<file path="src/sv/swt_pkg.sv">
package swt_pkg;

	// Lexer state codes.
	localparam logic [2:0] LEX_IDLE   = 3'd0;
	localparam logic [2:0] LEX_WORD   = 3'd1;
	localparam logic [2:0] LEX_DQ     = 3'd2;
	localparam logic [2:0] LEX_SQ     = 3'd3;
	localparam logic [2:0] LEX_ESC    = 3'd4;
	localparam logic [2:0] LEX_DQ_BSL = 3'd5;

	// Token kinds on the output channel.
	localparam logic [1:0] KIND_BYTE     = 2'd0;
	localparam logic [1:0] KIND_END_WORD = 2'd1;
	localparam logic [1:0] KIND_SEMI     = 2'd2;
	localparam logic [1:0] KIND_EOF      = 2'd3;

	// Special bytes.
	localparam logic [7:0] CH_SEMI   = 8'h3B;
	localparam logic [7:0] CH_DQUOTE = 8'h22;
	localparam logic [7:0] CH_SQUOTE = 8'h27;
	localparam logic [7:0] CH_BSL    = 8'h5C;
	localparam logic [7:0] CH_DOLLAR = 8'h24;
	localparam logic [7:0] CH_TAB    = 8'h09;
	localparam logic [7:0] CH_CR     = 8'h0D;
	localparam logic [7:0] CH_SPACE  = 8'h20;

	// Most tokens one input byte can cause.
	localparam int MAX_TOKS = 4;

	typedef struct packed {
		logic [1:0] kind;
		logic [7:0] data;
	} tok_t;

	// All tokens caused by one input item, in order.
	typedef struct packed {
		logic [2:0]                 cnt;
		tok_t [MAX_TOKS-1:0]        tok;
	} bundle_t;

	// Queue status seen by the front and back parts.
	typedef struct packed {
		logic full;
		logic empty;
	} q_stat_t;

endpackage

</file>
<file path="src/sv/swt_in_if.sv">
interface swt_in_if;
	logic       valid;
	logic       ready;
	logic [7:0] char_code;
	logic       has_char;
	logic       is_last;

	modport source (output valid, output char_code, output has_char, output is_last,
		input ready);
	modport sink (input valid, input char_code, input has_char, input is_last,
		output ready);
endinterface

</file>
<file path="src/sv/swt_out_if.sv">
interface swt_out_if;
	logic       valid;
	logic       ready;
	logic [1:0] out_kind;
	logic [7:0] out_byte;
	logic       run_last;

	modport source (output valid, output out_kind, output out_byte, output run_last,
		input ready);
	modport sink (input valid, input out_kind, input out_byte, input run_last,
		output ready);
endinterface

</file>
<file path="src/sv/swt_front.sv">
module swt_front
	import swt_pkg::*;
(
	input  logic      clk,
	input  logic      arst_n,
	swt_in_if.sink    in_ch,
	input  q_stat_t   q_stat,
	output logic      push,
	output bundle_t   push_bundle
);

	logic [2:0] lex_q;
	logic       nonempty_q;
	logic [2:0] lex_nx;
	logic       nonempty_nx;
	logic       accept;
	logic       idle_go;
	logic [2:0] n;
	tok_t [MAX_TOKS-1:0] tok;
	logic [7:0] c;

	assign in_ch.ready = !q_stat.full;
	assign accept      = in_ch.valid && !q_stat.full;
	assign c           = in_ch.char_code;

	// Classify the byte and build the tokens it causes, in order.
	always_comb begin
		lex_nx      = lex_q;
		nonempty_nx = nonempty_q;
		n           = 3'd0;
		tok         = '0;
		idle_go     = 1'b0;
		if (in_ch.has_char) begin
			case (lex_q)
				LEX_WORD: begin
					if ((c inside {[CH_TAB:CH_CR], CH_SPACE}) || c == CH_SEMI) begin
						tok[n[1:0]] = '{kind: KIND_END_WORD, data: 8'd0};
						n           = n + 3'd1;
						nonempty_nx = 1'b0;
						idle_go     = 1'b1;
					end else if (c == CH_DQUOTE) begin
						lex_nx = LEX_DQ;
					end else if (c == CH_SQUOTE) begin
						lex_nx = LEX_SQ;
					end else if (c == CH_BSL) begin
						lex_nx = LEX_ESC;
					end else begin
						tok[n[1:0]] = '{kind: KIND_BYTE, data: c};
						n           = n + 3'd1;
						nonempty_nx = 1'b1;
					end
				end
				LEX_DQ: begin
					if (c == CH_DQUOTE) begin
						lex_nx = LEX_WORD;
					end else if (c == CH_BSL) begin
						lex_nx = LEX_DQ_BSL;
					end else begin
						tok[n[1:0]] = '{kind: KIND_BYTE, data: c};
						n           = n + 3'd1;
						nonempty_nx = 1'b1;
					end
				end
				LEX_SQ: begin
					if (c == CH_SQUOTE) begin
						lex_nx = LEX_WORD;
					end else begin
						tok[n[1:0]] = '{kind: KIND_BYTE, data: c};
						n           = n + 3'd1;
						nonempty_nx = 1'b1;
					end
				end
				LEX_ESC: begin
					tok[n[1:0]] = '{kind: KIND_BYTE, data: c};
					n           = n + 3'd1;
					nonempty_nx = 1'b1;
					lex_nx      = LEX_WORD;
				end
				LEX_DQ_BSL: begin
					if (!(c inside {CH_DQUOTE, CH_BSL, CH_DOLLAR})) begin
						tok[n[1:0]] = '{kind: KIND_BYTE, data: CH_BSL};
						n           = n + 3'd1;
					end
					tok[n[1:0]] = '{kind: KIND_BYTE, data: c};
					n           = n + 3'd1;
					nonempty_nx = 1'b1;
					lex_nx      = LEX_DQ;
				end
				default: begin
					idle_go = 1'b1;
				end
			endcase

			// Start of a token from the between-words state.
			if (idle_go) begin
				lex_nx = LEX_IDLE;
				if (c inside {[CH_TAB:CH_CR], CH_SPACE}) begin
					lex_nx = LEX_IDLE;
				end else if (c == CH_SEMI) begin
					tok[n[1:0]] = '{kind: KIND_SEMI, data: 8'd0};
					n           = n + 3'd1;
				end else if (c == CH_DQUOTE) begin
					lex_nx = LEX_DQ;
				end else if (c == CH_SQUOTE) begin
					lex_nx = LEX_SQ;
				end else if (c == CH_BSL) begin
					lex_nx = LEX_ESC;
				end else begin
					tok[n[1:0]] = '{kind: KIND_BYTE, data: c};
					n           = n + 3'd1;
					nonempty_nx = 1'b1;
					lex_nx      = LEX_WORD;
				end
			end
		end

		// End of line: flush a pending backslash, close the word, mark the end.
		if (in_ch.is_last) begin
			if (lex_nx == LEX_DQ_BSL) begin
				tok[n[1:0]] = '{kind: KIND_BYTE, data: CH_BSL};
				n           = n + 3'd1;
				nonempty_nx = 1'b1;
			end
			if (nonempty_nx) begin
				tok[n[1:0]] = '{kind: KIND_END_WORD, data: 8'd0};
				n           = n + 3'd1;
			end
			tok[n[1:0]] = '{kind: KIND_EOF, data: 8'd0};
			n           = n + 3'd1;
			lex_nx      = LEX_IDLE;
			nonempty_nx = 1'b0;
		end
	end

	assign push            = accept && (n != 3'd0);
	assign push_bundle.cnt = n;
	assign push_bundle.tok = tok;

	// Lexer state advances on every input transfer.
	always_ff @(posedge clk or negedge arst_n) begin
		if (!arst_n) begin
			lex_q      <= LEX_IDLE;
			nonempty_q <= 1'b0;
		end else if (accept) begin
			lex_q      <= lex_nx;
			nonempty_q <= nonempty_nx;
		end
	end

endmodule

</file>
<file path="src/sv/swt_queue.sv">
module swt_queue
	import swt_pkg::*;
(
	input  logic    clk,
	input  logic    arst_n,
	input  logic    push,
	input  bundle_t push_bundle,
	input  logic    pop,
	output bundle_t head,
	output q_stat_t q_stat
);

	bundle_t    mem_q [2];
	logic       wr_q;
	logic       rd_q;
	logic [1:0] cnt_q;

	assign head         = mem_q[rd_q];
	assign q_stat.full  = (cnt_q == 2'd2);
	assign q_stat.empty = (cnt_q == 2'd0);

	// Two-entry bundle queue between the front and back parts.
	always_ff @(posedge clk or negedge arst_n) begin
		if (!arst_n) begin
			wr_q  <= 1'b0;
			rd_q  <= 1'b0;
			cnt_q <= 2'd0;
		end else begin
			if (push) begin
				wr_q <= !wr_q;
			end
			if (pop) begin
				rd_q <= !rd_q;
			end
			if (push && !pop) begin
				cnt_q <= cnt_q + 2'd1;
			end else if (pop && !push) begin
				cnt_q <= cnt_q - 2'd1;
			end
		end
	end

	// Payload storage needs no reset.
	always_ff @(posedge clk) begin
		if (push) begin
			mem_q[wr_q] <= push_bundle;
		end
	end

endmodule

</file>
<file path="src/sv/swt_back.sv">
module swt_back
	import swt_pkg::*;
(
	input  logic      clk,
	input  logic      arst_n,
	input  bundle_t   head,
	input  q_stat_t   q_stat,
	output logic      pop,
	swt_out_if.source out_ch
);

	bundle_t    bun_q;
	logic [1:0] idx_q;
	logic       busy_q;
	logic       at_last;
	logic       xfer;
	tok_t       cur;

	assign cur     = bun_q.tok[idx_q];
	assign at_last = ({1'b0, idx_q} == (bun_q.cnt - 3'd1));
	assign xfer    = busy_q && out_ch.ready;
	assign pop     = !q_stat.empty && (!busy_q || (xfer && at_last));

	assign out_ch.valid    = busy_q;
	assign out_ch.out_kind = cur.kind;
	assign out_ch.out_byte = cur.data;
	assign out_ch.run_last = at_last;

	// Step through the tokens of the held bundle, one transfer each.
	always_ff @(posedge clk or negedge arst_n) begin
		if (!arst_n) begin
			busy_q <= 1'b0;
			idx_q  <= 2'd0;
		end else if (pop) begin
			busy_q <= 1'b1;
			idx_q  <= 2'd0;
		end else if (xfer) begin
			if (at_last) begin
				busy_q <= 1'b0;
			end else begin
				idx_q <= idx_q + 2'd1;
			end
		end
	end

	always_ff @(posedge clk) begin
		if (pop) begin
			bun_q <= head;
		end
	end

endmodule

</file>
<file path="src/sv/shell_word_tokenizer_core.sv">
// Each input byte's tokens go through the bundle queue into the output stage's held bundle
// before they are offered. Throughput: one input byte per cycle while each byte causes at
// most one token and the output is ready; a byte causing more than one token holds the
// output longer, and a two-entry bundle queue absorbs that. The output side, stepping one
// token per cycle while the output is ready, sets the sustained rate.
// Reset clears the lexer state, the queue pointers and the output stage at once.
module shell_word_tokenizer_core
	import swt_pkg::*;
(
	input  logic      clk,
	input  logic      arst_n,
	swt_in_if.sink    in_ch,
	swt_out_if.source out_ch
);

	logic    push;
	logic    pop;
	bundle_t push_bundle;
	bundle_t head;
	q_stat_t q_stat;

	swt_front u_front (
		.clk         (clk),
		.arst_n      (arst_n),
		.in_ch       (in_ch),
		.q_stat      (q_stat),
		.push        (push),
		.push_bundle (push_bundle)
	);

	swt_queue u_queue (
		.clk         (clk),
		.arst_n      (arst_n),
		.push        (push),
		.push_bundle (push_bundle),
		.pop         (pop),
		.head        (head),
		.q_stat      (q_stat)
	);

	swt_back u_back (
		.clk    (clk),
		.arst_n (arst_n),
		.head   (head),
		.q_stat (q_stat),
		.pop    (pop),
		.out_ch (out_ch)
	);

endmodule
</file>
<file path="src/flat_wrapper.sv">
// flat-port wrapper written by rule: the top's interface ports become plain ports
module shell_word_tokenizer_core_flat import swt_pkg::*;
  (clk, arst_n, in_ch_valid, in_ch_char_code, in_ch_has_char, in_ch_is_last, in_ch_ready, out_ch_valid, out_ch_out_kind, out_ch_out_byte, out_ch_run_last, out_ch_ready);
  swt_in_if in_ch_i ();
  swt_out_if out_ch_i ();
  input  logic clk;
  input  logic arst_n;
  input wire logic [$bits(in_ch_i.valid)-1:0] in_ch_valid;
  input wire logic [$bits(in_ch_i.char_code)-1:0] in_ch_char_code;
  input wire logic [$bits(in_ch_i.has_char)-1:0] in_ch_has_char;
  input wire logic [$bits(in_ch_i.is_last)-1:0] in_ch_is_last;
  output wire logic [$bits(in_ch_i.ready)-1:0] in_ch_ready;
  output wire logic [$bits(out_ch_i.valid)-1:0] out_ch_valid;
  output wire logic [$bits(out_ch_i.out_kind)-1:0] out_ch_out_kind;
  output wire logic [$bits(out_ch_i.out_byte)-1:0] out_ch_out_byte;
  output wire logic [$bits(out_ch_i.run_last)-1:0] out_ch_run_last;
  input wire logic [$bits(out_ch_i.ready)-1:0] out_ch_ready;
  assign in_ch_i.valid = in_ch_valid;
  assign in_ch_i.char_code = in_ch_char_code;
  assign in_ch_i.has_char = in_ch_has_char;
  assign in_ch_i.is_last = in_ch_is_last;
  assign in_ch_ready = in_ch_i.ready;
  assign out_ch_valid = out_ch_i.valid;
  assign out_ch_out_kind = out_ch_i.out_kind;
  assign out_ch_out_byte = out_ch_i.out_byte;
  assign out_ch_run_last = out_ch_i.run_last;
  assign out_ch_i.ready = out_ch_ready;
  shell_word_tokenizer_core u_core (.clk(clk), .arst_n(arst_n), .in_ch(in_ch_i), .out_ch(out_ch_i));
endmodule
</file>
<file path="config.mk">
export PLATFORM = sky130hd
export DESIGN_NAME = shell_word_tokenizer_core_flat
export DESIGN_NICKNAME = d
export VERILOG_FILES = /design/src/sv/swt_pkg.sv /design/src/sv/swt_in_if.sv /design/src/sv/swt_out_if.sv /design/src/sv/swt_front.sv /design/src/sv/swt_queue.sv /design/src/sv/swt_back.sv /design/src/sv/shell_word_tokenizer_core.sv /design/src/flat_wrapper.sv
export SDC_FILE = /design/constraint.sdc
export NUM_CORES = 1
export LEC_CHECK = 0
export BUFFER_PORTS_ARGS = -buffer_cell sky130_fd_sc_hd__clkbuf_2
export CORE_AREA = 5 5 124 126
export DETAILED_ROUTE_END_ITERATION = 6
export DIE_AREA = 0 0 129 131
export PLACE_DENSITY_LB_ADDON = 0.12
export RECOVER_POWER = 50
export SLEW_MARGIN = 10
export SYNTH_ARGS = -nofsm -noshare
export SYNTH_HDL_FRONTEND = slang
export SYNTH_SLANG_ARGS = --single-unit
</file>
<file path="constraint.sdc">
create_clock -name clk -period 5.25 [get_ports clk]
set_clock_uncertainty 0.1 [all_clocks]
set_input_delay 1.05 -clock clk [delete_from_list [all_inputs] [get_ports clk]]
set_output_delay 1.05 -clock clk [all_outputs]
set_load 0.05 [all_outputs]
</file>
# [Yosys cells after proc, flatten, opt, wreduce, memory -nomap -nowiden]
# Memories as Yosys holds them, arrays and structs flattened. A register that Yosys moved wholly into a read port is not among the register bits.
# Cells that the tools add are included.
[word_totals] regBits=11 mem_bits_rw=86 inputBits=14 out_inout_bits=13 word_cells=198 memories=1
[op_classes] addsub=9 n_lt_le_gt_ge=13 eq_ne=15 mux=108 bitwise=12 n_reduce_logical=33
[memory_table] memory="u_core.u_queue.mem_q" depth=2 word_bits=43 read_ports=1 rd_ports_with_merged_regs=1 wr=1 line_no="swt_queue.sv:13" text="bundle_t mem_q [2];"
[op_table] operator="40-bit two-way mux" count=12
[op_table] operator="10-bit two-way mux" count=13
[op_table] operator="10-bit demux with 2-bit select" count=5
[op_table] operator="3-bit two-way mux" count=31
[op_table] operator="40-bit bitwise mux" count=2
[op_table] operator="36-bit AND" count=2
[op_table] operator="36-bit NOT" count=2
[op_table] operator="30-bit two-way mux" count=2
[op_table] operator="10-bit case mux with 5 select lines" count=1
[op_table] operator="8-bit by 6-bit == test with 1-bit output, second input constant" count=5
[op_table] operator="32-bit AND" count=1
[op_table] operator="32-bit NOT" count=1
[op_table] operator="3-bit case mux with 5 select lines" count=2
[op_table] operator="1-bit two-way mux" count=29
[op_table] operator="24-bit AND" count=1
[op_table] operator="24-bit NOT" count=1
[op_table] operator="10-bit binary-select mux with 2-bit select" count=1
[op_table] operator="2-bit by 3-bit less-than comparator with 1-bit output, second input constant" count=6
[op_table] operator="8-bit two-way mux" count=2
[op_table] operator="16-bit bitwise OR" count=1
[op_table] operator="3-bit by 1-bit adder with 3-bit output, second input constant" count=5
[op_table] operator="1-bit logical AND" count=13
[op_table] operator="2-bit by 1-bit greater-or-equal comparator with 1-bit output, second input constant" count=5
[op_table] operator="2-bit two-way mux" count=5
[op_table] operator="other kinds (25)" count=42

# [Logic depth before layout (Yosys ltp)]
[logic_depth] ltp_word=30 mapped_depth=25 mapped_depth_nobuf=23

# [By module]
# A second synthesis with hierarchy kept.
[unflattened] cells_unflattened=530 hier_area_um2=7377.1
[modules_own_cells] module="swt_queue" instances=1 cells_each=150 area_each_um2=3490.8 seq_area_each_um2=2682.6
[modules_own_cells] module="swt_front" instances=1 cells_each=291 area_each_um2=2039.5 seq_area_each_um2=100.1
[modules_own_cells] module="swt_back" instances=1 cells_each=89 area_each_um2=1846.8 seq_area_each_um2=1366.3

# [Worst setup path before layout]
# OpenSTA, ideal clock, no wires.
[synth_timing] kind="input to register" start="input in_ch_char_code[4]" end="memory u_core.u_queue.mem_q[1][0] in the netlist's numbering (enable)" setup_ns=0.405 arrival_time_ns=6.368 required_ns=4.745 path_slack_ns=-1.622 cell_stages=22 n_path_buf=2 path_cell_list="buf_6 > or4b_4 > buf_6 > or4_4 > a311oi_2 > a221o_2 > ha_1 > and3_1 > o221a_2 > inv_1 > ha_1 > nand2_1 > nand2_1 > ha_1 > a21o_1 > ha_1 > nor3_1 > o22a_1 > a21oi_1 > nand3_1 > o21ba_4 > and2_1"
[synth_rtl] element="start: declaration" line_no="flat_wrapper.sv:9" text="input wire logic [$bits(in_ch_i.char_code)-1:0] in_ch_char_code;"
[synth_rtl] element="end: declaration" line_no="swt_queue.sv:13"

==> run metrics <==
outcome=finished with violations; violated checks=capacitance limit, slew limit, setup timing; Final Slew Violations=45; via count=4718; Synth Instances=507; Flop pwr share=0.376; # rows=44; R2R depth=24; worst skew pair latency=0.42 ns; required time worst endpoint=5.45 ns; CP top delay family=simple AND/OR/NAND/NOR gates; mux cell area share after synthesis=0.1122; CTS root buf=clkbuf_16; Max stage delay on crit path=0.56 ns; register area share after synthesis=0.6090; initial antenna violation count=0; Clk pwr share=0.267; Synth top cells by count=129 x edfxtp_1, 43 x mux2_2, 36 x nand2_1, 27 x nor2_1, 21 x inv_1; GRT Total Usage=0.2106; antenna cell count=0; worst vdd ir=273.2 uV; Worst Tran Pin Value=1.938 ns; leading register cell type out of synthesis=edfxtp_1; Worst-path clk slew=0.06 ns; critical path capture point type=flop; Pint=3165 uW; hold_sp=u_core.u_queue.cnt_q[1]; CP max-delay cell=or4b_4; Post-Layout Inst Area=8875 um^2; largest family of logic cells by synthesized area=simple AND/OR/NAND/NOR gates; DRC violations left=0; Synth Area per Inst=13.44 um^2; hpwl dp=11.06 mm; Total Die Area=16900 um^2; vias in the first global route=4775; share of layout cells above drive strength 1=0.4062; Period minus WS final=5.449 ns; count of clock tree sinks=140; Yosys reg bits=140; area of the core=14200 um^2; Final Wtd Congestion=0.9204; Switching Fraction=0.3318; RSZ-0062 raised after global routing=yes; routed vias/inst=5.657; Initial Utilization=0.4797; top-area cell type share of the netlist area=0.5686; Hold EP=u_core.u_queue.cnt_q[1]; remaining antenna violation count=0; Compound-Gate Fraction of Synth Area=0.08962; post-synth top area cell=edfxtp_1; Hold Fails Final Rpt=0; synth unique cells=75; cell with the most instances after synthesis=edfxtp_1; Final setup viols=90; Port Buffers=26; CP Buf/Inv Count=3; pwr dens=533.7 nW/um^2; RR Endpoint=u_core.u_queue.cnt_q[1]; xor and xnor area share after synthesis=0.01267; TritonRoute pass-1 iters=5; mapped cell area=6813 um^2; total congestion overflow=0; Leak=0.003414 uW; Filler Cell Count=1076; combinational power share=0.357; die width=129 um; Post-Synth Simple-Gate Area=0.1181; reg2reg setup slack=0.48 ns; most used cell, CP=ha_4; asr flop ratio synth=0.07857; Arr. time, crit path=5.65 ns; slew margin rel.=-0.2917; setup total negative slack=-6.702 ns; Clock Tree Buf Depth=2; Hold Path Cell Cnt=1; WL/cell=20.61 um; final core occ=0.6248; CTS tree=yes; worst min-delay path category=reg2reg; fin worst setup slack=-0.1991 ns; clock buffer count from CTS=17; Max Cap Viol=1; period utilization=1.038; Mapped Nets=536; fmax=0.1835 GHz; yosys warns=0; chip height=131 um; # H-tree levels=4; synth top area cells=edfxtp_1 57%, mux2_2 7.1%, dfrtp_1 4.0%, mux4_2 3.3%, ha_1 2.8%; Worst Setup Path Type=in2reg; number of flops mapped to enable cells by yosys=129; first-pass GRT wire length=26.41 mm; Routed WL=17.19 mm; pin count of the biggest net entering global routing=45; I/O pins=27; post-synthesis adder-cell area fraction=0.02755; pre-CTS WS=-0.9393 ns; nets=666; initial DRC count=391; Startpoint Class=input pin; NetSw=1571 uW; Worst Path Max Fanout=5; Reg2Reg Launch Point=u_core.u_front.lex_q[1]; Placed Area=7824 um^2; Area Overhead vs Synth=30.27%
## worst max path at each step
stage | start | end | slack, ns | cells past startpoint
after floorplan | in_ch_char_code[4] | u_core.u_queue.mem_q[0][0] | -0.69 | 22
after global placement | in_ch_char_code[3] | u_core.u_queue.mem_q[0][16] | -0.75 | 21
after detailed placement | in_ch_char_code[3] | u_core.u_queue.mem_q[0][22] | -0.94 | 21
after CTS | in_ch_char_code[4] | u_core.u_queue.cnt_q[1] | -0.34 | 25
after global routing | in_ch_char_code[3] | u_core.u_queue.cnt_q[1] | -0.34 | 25
final | in_ch_char_code[3] | u_core.u_queue.cnt_q[1] | -0.20 | 25
## cell families (layout without fill, tap and decap cells)
family | Yosys count | after routing
compound gates | 86 | 86
simple gates | 150 | 160
xor+xnor | 9 | 9
mux | 56 | 56
flops | 140 | 140
buf+inv | 51 | 184
fa+ha+maj | 15 | 15
## state kept, by name (all words and copies together) (netlist names)
| name | cells |
|---|---|
| u_core.u_front.nonempty_q | 1 |
| u_core.u_back.idx_q | 2 |
| u_core.u_queue.rd_q | 1 |
| u_core.u_queue.mem_q | 86 |
| u_core.u_queue.cnt_q | 2 |
| u_core.u_front.lex_q | 3 |
| u_core.u_back.bun_q | 43 |
| u_core.u_back.out_ch.valid | 1 |
| u_core.u_queue.wr_q | 1 |
## through the flow
stage               power [uW]  hold WS [ns]  cells
floorplan                 2770        0.3421    507
global placement          3228        0.3807    773
detailed placement        3262        0.3873    773
CTS                       4686        0.3970    828
global route              4956        0.4026    834
finish                    4736        0.3906    834
## per-layer routing
metal / track usage / wire length [um] / share of wire
met1: 0.2726 / 7255 / 0.42
met4: 0.08030 / 476 / 0.028
met5: 0 / 0 / 0
met3: 0.05854 / 966 / 0.056
met2: 0.3399 / 8491 / 0.49
## cell type report
class	count	area (um^2)	share of cell area
flip-flops and latches	140	4149	0.4675
well taps	184	230.2	0.02594
repair buffers	126	978.4	0.1102
clock inverters	14	191.4	0.02157
multi-input cells	326	2784	0.3137
inverters	26	102.6	0.01156
clock buffers	18	439.2	0.04949
## cell usage in the layout, fill, tap and decap left out, types with 3 or more instances in the layout
| cell type | synthesis | routed |
|---|---|---|
| edfxtp_1 | 129 | 129 |
| ha_4 | 0 | 5 |
| nand3_1 | 14 | 13 |
| and2b_4 | 0 | 7 |
| a31oi_1 | 6 | 5 |
| dfrtp_1 | 11 | 11 |
| inv_2 | 3 | 3 |
| a211oi_1 | 4 | 3 |
| mux2_1 | 0 | 7 |
| clkbuf_16 | 0 | 17 |
| bufinv_16 | 0 | 4 |
| mux4_2 | 10 | 10 |
| nor2_1 | 27 | 24 |
| xor2_1 | 6 | 6 |
| nor3_1 | 11 | 8 |
| clkinv_2 | 0 | 3 |
| o31ai_1 | 4 | 4 |
| nand2b_1 | 5 | 3 |
| clkinv_4 | 0 | 4 |
| ha_1 | 15 | 9 |
| a21oi_1 | 20 | 19 |
| clkbuf_2 | 0 | 21 |
| buf_6 | 2 | 13 |
| nand2_2 | 0 | 3 |
| nand4_1 | 6 | 6 |
| buf_4 | 0 | 84 |
| buf_12 | 0 | 4 |
| mux2_2 | 43 | 36 |
| nand2_1 | 36 | 33 |
| and2_1 | 6 | 5 |
| clkbuf_1 | 19 | 3 |
| and3_1 | 20 | 18 |
| inv_1 | 21 | 20 |
| o21ai_0 | 16 | 15 |
| and2_4 | 0 | 5 |
## power groups by stage
stage,Clock [uW],Sequential [uW],Combinational (uW)
after CTS,1280,1780,1620
after floorplan,0,1650,1120
after detailed placement,0,1800,1470
after global routing,1330,1810,1810
final,1260,1780,1690
after global placement,0,1780,1450
## repair_timing
item | in CTS | in global routing
gates resized for setup | 27 | 26
setup endpoints to repair | 88 | 123
pin swaps | 13 | 10
hold buffers | 0 | 0
setup buffers | 15 | 5
gates cloned | 8 | 2
(Power assumes the default switching activity.)
